[config.mk]
export PLATFORM = sky130hd
export DESIGN_NAME = aofb_front_flat
export DESIGN_NICKNAME = d
export VERILOG_FILES = /design/src/rtl/aofb_pkg.sv /design/src/rtl/aofb_if.sv /design/src/rtl/aofb_front.sv /design/src/flat_wrapper.sv
export SDC_FILE = /design/constraint.sdc
export NUM_CORES = 1
export LEC_CHECK = 0
export ABC_AREA = 1
export ABC_CLOCK_PERIOD_IN_PS = 3400
export BUFFER_PORTS_ARGS = -buffer_cell sky130_fd_sc_hd__clkbuf_2
export CAP_MARGIN = 25
export CORE_ASPECT_RATIO = 1.5
export CORE_MARGIN = 8
export CORE_UTILIZATION = 50
export CTS_CLUSTER_DIAMETER = 40
export DETAILED_ROUTE_END_ITERATION = 10
export GPL_TIMING_DRIVEN = 0
export MAX_ROUTING_LAYER = met4
export PLACE_DENSITY = 0.76
export SLEW_MARGIN = 15
export SYNTH_ARGS = -nofsm -noshare
export SYNTH_HDL_FRONTEND = slang
export SYNTH_SLANG_ARGS = --single-unit
[constraint.sdc]
create_clock -name clk -period 3.4 [get_ports clk]
set_input_delay 0.68 -clock clk [delete_from_list [all_inputs] [get_ports clk]]
set_output_delay 0.68 -clock clk [all_outputs]
set_load 0.05 [all_outputs]
[src/rtl/aofb_pkg.sv]
`timescale 1ns / 1ps
// ----------------------------------------------------------------------------
// aofb_pkg
// Shared types, constants and AES helper functions for the OFB cipher.
// ----------------------------------------------------------------------------
package aofb_pkg;

  localparam int BlockBytes = 16;
  localparam int QueueDepth = 4;
  localparam int AddrW      = 6;

  localparam logic [2:0] RegKey0 = 3'd0;
  localparam logic [2:0] RegKey1 = 3'd1;
  localparam logic [2:0] RegKey2 = 3'd2;
  localparam logic [2:0] RegKey3 = 3'd3;
  localparam logic [2:0] RegKlen = 3'd4;
  localparam logic [2:0] RegIvHi = 3'd5;
  localparam logic [2:0] RegIvLo = 3'd6;

  localparam logic [1:0] Klen128 = 2'd0;
  localparam logic [1:0] Klen192 = 2'd1;

  typedef struct packed {
    logic [7:0] data;
    logic       restart;
    logic       last;
  } beat_t;

  typedef struct packed {
    logic [255:0] key;
    logic [1:0]   klen;
    logic [127:0] iv;
  } cfg_t;

  function automatic logic [7:0] sbox(input logic [7:0] a);
    logic [7:0] t [256];
    t = '{
    8'h63,8'h7c,8'h77,8'h7b,8'hf2,8'h6b,8'h6f,8'hc5,8'h30,8'h01,8'h67,8'h2b,8'hfe,8'hd7,8'hab,8'h76,
    8'hca,8'h82,8'hc9,8'h7d,8'hfa,8'h59,8'h47,8'hf0,8'had,8'hd4,8'ha2,8'haf,8'h9c,8'ha4,8'h72,8'hc0,
    8'hb7,8'hfd,8'h93,8'h26,8'h36,8'h3f,8'hf7,8'hcc,8'h34,8'ha5,8'he5,8'hf1,8'h71,8'hd8,8'h31,8'h15,
    8'h04,8'hc7,8'h23,8'hc3,8'h18,8'h96,8'h05,8'h9a,8'h07,8'h12,8'h80,8'he2,8'heb,8'h27,8'hb2,8'h75,
    8'h09,8'h83,8'h2c,8'h1a,8'h1b,8'h6e,8'h5a,8'ha0,8'h52,8'h3b,8'hd6,8'hb3,8'h29,8'he3,8'h2f,8'h84,
    8'h53,8'hd1,8'h00,8'hed,8'h20,8'hfc,8'hb1,8'h5b,8'h6a,8'hcb,8'hbe,8'h39,8'h4a,8'h4c,8'h58,8'hcf,
    8'hd0,8'hef,8'haa,8'hfb,8'h43,8'h4d,8'h33,8'h85,8'h45,8'hf9,8'h02,8'h7f,8'h50,8'h3c,8'h9f,8'ha8,
    8'h51,8'ha3,8'h40,8'h8f,8'h92,8'h9d,8'h38,8'hf5,8'hbc,8'hb6,8'hda,8'h21,8'h10,8'hff,8'hf3,8'hd2,
    8'hcd,8'h0c,8'h13,8'hec,8'h5f,8'h97,8'h44,8'h17,8'hc4,8'ha7,8'h7e,8'h3d,8'h64,8'h5d,8'h19,8'h73,
    8'h60,8'h81,8'h4f,8'hdc,8'h22,8'h2a,8'h90,8'h88,8'h46,8'hee,8'hb8,8'h14,8'hde,8'h5e,8'h0b,8'hdb,
    8'he0,8'h32,8'h3a,8'h0a,8'h49,8'h06,8'h24,8'h5c,8'hc2,8'hd3,8'hac,8'h62,8'h91,8'h95,8'he4,8'h79,
    8'he7,8'hc8,8'h37,8'h6d,8'h8d,8'hd5,8'h4e,8'ha9,8'h6c,8'h56,8'hf4,8'hea,8'h65,8'h7a,8'hae,8'h08,
    8'hba,8'h78,8'h25,8'h2e,8'h1c,8'ha6,8'hb4,8'hc6,8'he8,8'hdd,8'h74,8'h1f,8'h4b,8'hbd,8'h8b,8'h8a,
    8'h70,8'h3e,8'hb5,8'h66,8'h48,8'h03,8'hf6,8'h0e,8'h61,8'h35,8'h57,8'hb9,8'h86,8'hc1,8'h1d,8'h9e,
    8'he1,8'hf8,8'h98,8'h11,8'h69,8'hd9,8'h8e,8'h94,8'h9b,8'h1e,8'h87,8'he9,8'hce,8'h55,8'h28,8'hdf,
    8'h8c,8'ha1,8'h89,8'h0d,8'hbf,8'he6,8'h42,8'h68,8'h41,8'h99,8'h2d,8'h0f,8'hb0,8'h54,8'hbb,8'h16};
    return t[a];
  endfunction

  function automatic logic [7:0] xt(input logic [7:0] a);
    return {a[6:0], 1'b0} ^ (a[7] ? 8'h1b : 8'h00);
  endfunction

  function automatic logic [31:0] subw(input logic [31:0] w);
    return {sbox(w[31:24]), sbox(w[23:16]), sbox(w[15:8]), sbox(w[7:0])};
  endfunction

  // byte 0 of the state is bits 127:120
  function automatic logic [127:0] aes_round(input logic [127:0] s, input logic [127:0] rk,
                                             input logic final_rnd);
    logic [7:0] b [16];
    logic [7:0] t [16];
    logic [7:0] a0, a1, a2, a3, al;
    logic [127:0] o;
    for (int i = 0; i < 16; i++) b[i] = s[127-8*i -: 8];
    for (int i = 0; i < 16; i++) t[i] = sbox(b[(i & 3) + 4 * (((i >> 2) + (i & 3)) & 3)]);
    if (!final_rnd) begin
      for (int c = 0; c < 4; c++) begin
        a0 = t[4*c]; a1 = t[4*c+1]; a2 = t[4*c+2]; a3 = t[4*c+3];
        al = a0 ^ a1 ^ a2 ^ a3;
        t[4*c]   = a0 ^ al ^ xt(a0 ^ a1);
        t[4*c+1] = a1 ^ al ^ xt(a1 ^ a2);
        t[4*c+2] = a2 ^ al ^ xt(a2 ^ a3);
        t[4*c+3] = a3 ^ al ^ xt(a3 ^ a0);
      end
    end
    for (int i = 0; i < 16; i++) o[127-8*i -: 8] = t[i];
    return o ^ rk;
  endfunction

endpackage

[src/rtl/aofb_if.sv]
`timescale 1ns / 1ps
// ----------------------------------------------------------------------------
// aofb_if
// Valid/ready stream channel carrying one byte beat.
// ----------------------------------------------------------------------------
interface aofb_if;
  logic       valid;
  logic       ready;
  logic [7:0] data;
  logic       restart;
  logic       last;
  modport source (output valid, output data, output restart, output last, input ready);
  modport sink   (input valid, input data, input restart, input last, output ready);
endinterface

[src/rtl/aofb_front.sv]
`timescale 1ns / 1ps
// ----------------------------------------------------------------------------
// aofb_front
// Input side: accepts beats and buffers them in a short queue.
// ----------------------------------------------------------------------------
module aofb_front #(
  parameter int Depth = 4
) (
  input  logic            clk,
  input  logic            rst,
  aofb_if.sink            in_ch,
  output aofb_pkg::beat_t q_beat,
  output logic            q_valid,
  input  logic            q_pop
);
  import aofb_pkg::*;
  localparam int PW = $clog2(Depth);

  beat_t        mem [Depth];
  logic [PW-1:0] wp, rp;
  logic [PW:0]   cnt;
  logic          push;

  assign in_ch.ready = (cnt != (PW+1)'(Depth));
  assign push    = in_ch.valid && in_ch.ready;
  assign q_valid = (cnt != '0);
  assign q_beat  = mem[rp];

  always_ff @(posedge clk) begin
    if (push) mem[wp] <= '{data: in_ch.data, restart: in_ch.restart, last: in_ch.last};
    if (rst) begin
      wp <= '0; rp <= '0; cnt <= '0;
    end else begin
      if (push) wp <= (wp == PW'(Depth-1)) ? '0 : wp + 1'b1;
      if (q_pop && q_valid) rp <= (rp == PW'(Depth-1)) ? '0 : rp + 1'b1;
      cnt <= cnt + (PW+1)'(push) - (PW+1)'(q_pop && q_valid);
    end
  end

`ifndef SYNTHESIS
  a_no_over: assert property (@(posedge clk) disable iff (rst)
    cnt <= (PW+1)'(Depth)) else $error("queue overflow");
  a_cnt: assert property (@(posedge clk) disable iff (rst)
    (push && !(q_pop && q_valid)) |=> cnt == $past(cnt) + 1'b1) else $error("count slip");
  a_empty: assert property (@(posedge clk) disable iff (rst)
    (cnt == '0) |-> !q_valid) else $error("empty pop");
`endif
endmodule

[src/flat_wrapper.sv]
// flat-port wrapper written by rule: the top's interface ports become plain ports
module aofb_front_flat import aofb_pkg::*;
#(
  parameter int Depth = 4
)
  (clk, rst, q_beat, q_valid, q_pop, in_ch_valid, in_ch_data, in_ch_restart, in_ch_last, in_ch_ready);
  aofb_if in_ch_i ();
  input  logic clk;
  input  logic rst;
  output aofb_pkg::beat_t q_beat;
  output logic q_valid;
  input  logic q_pop;
  input wire logic [$bits(in_ch_i.valid)-1:0] in_ch_valid;
  input wire logic [$bits(in_ch_i.data)-1:0] in_ch_data;
  input wire logic [$bits(in_ch_i.restart)-1:0] in_ch_restart;
  input wire logic [$bits(in_ch_i.last)-1:0] in_ch_last;
  output wire logic [$bits(in_ch_i.ready)-1:0] in_ch_ready;
  assign in_ch_i.valid = in_ch_valid;
  assign in_ch_i.data = in_ch_data;
  assign in_ch_i.restart = in_ch_restart;
  assign in_ch_i.last = in_ch_last;
  assign in_ch_ready = in_ch_i.ready;
  aofb_front #(.Depth(Depth)) u_core (.clk(clk), .rst(rst), .in_ch(in_ch_i), .q_beat(q_beat), .q_valid(q_valid), .q_pop(q_pop));
endmodule
; ---- Yosys cells after proc, flatten, opt, wreduce, memory -nomap -nowiden
; Memories as Yosys holds them, arrays and structs flattened. A register that Yosys moved wholly into a read port is not among the register bits.
; Cells that the tools add are included.
[op_classes]
add_sub_neg = 4
n_reduce_logical = 3
muxes = 6
n_eq_ne = 3
[op_table]
columns = operator, n
row1 = 2-bit two-way mux, 4
row2 = 2-bit by 1-bit adder with 2-bit output (second input constant), 2
row3 = 2-bit == test (second input constant), 2
row4 = 3-bit by 1-bit adder with 3-bit output, 1
row5 = 3-bit inequality test (second input constant), 1
row6 = 3-bit nonzero test, 1
row7 = 3-bit by 1-bit subtractor with 3-bit output, 1
row8 = 1-bit logical AND, 2
row9 = 1-bit two-way mux, 2
[word_totals]
inputBits = 14
word_cells = 20
reg_bits = 7
n_memories = 1
ram_bits = 40
output_inout_bits = 12
[memory_table]
columns = name, words, width, read_ports, rd_clocked_by_memory_dff, write_ports, line_no
row1 = u_core.mem, 4, 10, 1, 1, 1, aofb_front.sv:19  ; beat_t mem [Depth];

; ---- Depth between registers and ports, before layout
[depth]
ltp_word = 4
mapped_depth = 9
ltp_nobuf = 9

; ---- Worst setup path after synthesis
; OpenSTA, ideal clock, no wires.
[synth_timing]
path_type = register to output
startpoint = reg (tool-made name)
endpoint = out q_beat[0] (netlist bit)
path_slack_ns = 1.366
t_required_ns = 2.720
n_path_buf = 1
arrival_ns = 1.354
stages_incl_launch_ff = 5
path_cell_list = dfxtp_1 > inv_1 > clkbuf_2 > o21ai_0 > o22ai_1
[synth_lines]
columns = element, line_no
row1 = end: declaration, flat_wrapper.sv:10  ; output aofb_pkg::beat_t q_beat;

==> impl_metrics.json <==
{
  "overflow": 0,
  "setup_tns_ns": 0,
  "fin_ws_ns": 1.22,
  "clk_latency_ns": 0.29,
  "finalSetupViolCount": 0,
  "via_per_inst": 5.19,
  "wl_mm": 3.46,
  "postSynthCellCount": 165,
  "startpoint_type": "flip-flop",
  "vias": 1262,
  "ant_nets": 0,
  "cts_setup_buffers": 0,
  "tritoncts": "yes",
  "outcome": "complete, no violations",
  "max-vdd-ir-drop_mv": 0.677,
  "hp-start": "u_core.rp[1]",
  "cts.sinks": 49,
  "finalPower_mw": 1.92,
  "track_usage_pct": 12.8,
  "crit_type": "reg2out",
  "placed_cell_area_um2": 2150,
  "finalWeightedCongestion": 0.724,
  "p_per_area_nw_per_um2": 855,
  "hold_viol": 0,
  "fmax_mhz": 459,
  "dpl_worst_slack_ns": 1.29,
  "cts_root_buffer": "clkbuf_8",
  "hold_slack_ns": 0.514,
  "holdBufCountCts": 0,
  "syn_nets": 186,
  "num_rows": 28,
  "post-route-period-util_pct": 64.0,
  "syn-cell-area_um2": 1970,
  "grt_use_met3_pct": 3.75,
  "p_leak_nw": 0.886,
  "worst_r2r_path_depth": 4,
  "antennaDiodeCount": 0,
  "drive_gt1_share_pct": 20.2,
  "met2_usage_pct": 21.6,
  "fin_skew_ns": 0.00615,
  "min_period_ns": 2.18,
  "initial_utilization_pct": 51.1,
  "hold_path_class": "reg2reg",
  "ys_ff_latch": 49,
  "grt_start_max_net_pins": 15,
  "r2r_slack_ns": 1.58,
  "grt_busiest_layer": "met2",
  "tightest_slew_ns": 0.940,
  "io_buffers": 25,
  "crit_path_end_kind": "primary output",
  "final_area_um2": 2240,
  "slew_headroom_pct": 37.1,
  "ios": 26,
  "grt_setup_unrepaired": "no",
  "drc_errors": 0,
  "arrival_ns": 1.50,
  "r2r-start": "u_core.cnt[1]",
  "yosysSeqAreaShare_pct": 70.2,
  "die-width_um": 67.2,
  "grt_util_met1_pct": 12.4,
  "antenna_found_initial": 0,
  "syn2layout_area_growth_pct": 13.8,
  "cts_buffers": 5,
  "core_area_um2": 3850,
  "postSynthAreaPerCell_um2": 11.9,
  "path_clk_slew_ns": 0.07,
  "synthDistinctLibCells": 18,
  "cts_buffer_depth": 2,
  "routedWlPerCell_um": 14.3,
  "ctsResizeCount": 0,
  "crit_path_max_fanout": 10,
  "hpwlAfterDp_mm": 2.44,
  "fin_nets": 218,
  "drt-pass1-iter-count": 4,
  "whs_path_depth": 2,
  "grt_pass1_wl_mm": 5.78,
  "die_area_um2": 6240,
  "grt_pass1_vias": 1301,
  "die_y_um": 92.8,
  "cap_violations": 0,
  "drt_iter0_drc": 36,
  "htree_levels": 2,
  "cp.required_ns": 2.72,
  "yosys_warnings": 0,
  "r2r-end": "u_core.mem[0][9]",
  "slew_viol_final": 0
}
[metrics by stage]
step,cells,utilization [%]
5_1_grt,243,58.1
2_1_floorplan,165,-
3_3_place_gp,235,55.8
3_5_place_dp,235,55.8
4_1_cts,243,58.1
6_report,243,58.1
[how the worst max path moves through the flow]
stage | to | slack, ns | depth (start not counted)
after floorplan | q_beat[0] | 1.37 | 4
after global placement | u_core.mem[3][3] | 1.29 | 3
after detailed placement | u_core.mem[3][6] | 1.29 | 3
after CTS | q_beat[4] | 1.21 | 5
after global routing | q_beat[4] | 1.08 | 5
final | q_beat[2] | 1.22 | 5
[report_power, final]
part	total (mW)	internal [mW]	switching (mW)
clock network	0.333	0.166	0.167
registers	0.782	0.745	0.0379
logic	0.800	0.198	0.601
total	1.92	1.11	0.806
[cells in the mapped netlist]
library cell | number | area share, %
a21oi_1 | 3 | 0.76
buf_2 | 3 | 0.76
clkbuf_2 | 2 | 0.51
dfxtp_1 | 9 | 9.2
edfxtp_1 | 40 | 61
fa_1 | 1 | 1.0
ha_1 | 6 | 3.8
inv_1 | 14 | 2.7
inv_2 | 2 | 0.38
nand2_1 | 10 | 1.9
nand2_2 | 1 | 0.32
nand3_1 | 3 | 0.76
nand3_2 | 1 | 0.51
nand3b_1 | 1 | 0.38
nor2_1 | 37 | 7.1
o21ai_0 | 21 | 5.3
o22ai_1 | 10 | 3.2
xnor2_1 | 1 | 0.45
[logic make-up after synthesis]
group,Yosys count,synth area share [%]
AO/OA/AOI/OAI,34,9.28
XOR/XNOR,1,0.445
adder cells (fa/ha/maj),7,4.83
buffers and inverters,21,4.32
flip-flops,49,70.2
AND/OR/NAND/NOR,53,10.9
[placed cells by master, fill, tap and decap left out, drive strengths merged, types with 3 or more instances in the layout]
cell type and count:
edfxtp 40, nor2 37, clkbuf 35, o21ai 21, inv 16, nand2 11, o22ai 10, dfxtp 9
ha 6, nand3 4, buf 3, a21oi 3
[sequential cells by signal, indices dropped and copies added (netlist names), named ones only]
name        count
u_core.wp       2
u_core.rp       2
u_core.cnt      3
u_core.mem     40
[layer usage]
layer  part of all wire [%]  wire length [um]
met1                     39              1360
met2                     53              1840
met3                    5.8               202
met4                    1.7                60
met5                      0                 0
[final cells by class]
class | count | area (um^2)
buffer | 5 | 25.0
clock buffer | 8 | 90.1
fill | 327 | 1610
inverter | 16 | 60.1
multi-input combinational | 95 | 502
sequential | 49 | 1380
tap | 45 | 56.3
timing repair buffer | 25 | 125
[worst max-delay path: stages (launching register included)]
cell and delay (ns):
dfxtp_1 0.32, inv_1 0.06, buf_2 0.23, nor2_1 0.07
o22ai_1 0.21, clkbuf_2 0.31
(Power assumes the default switching activity.)
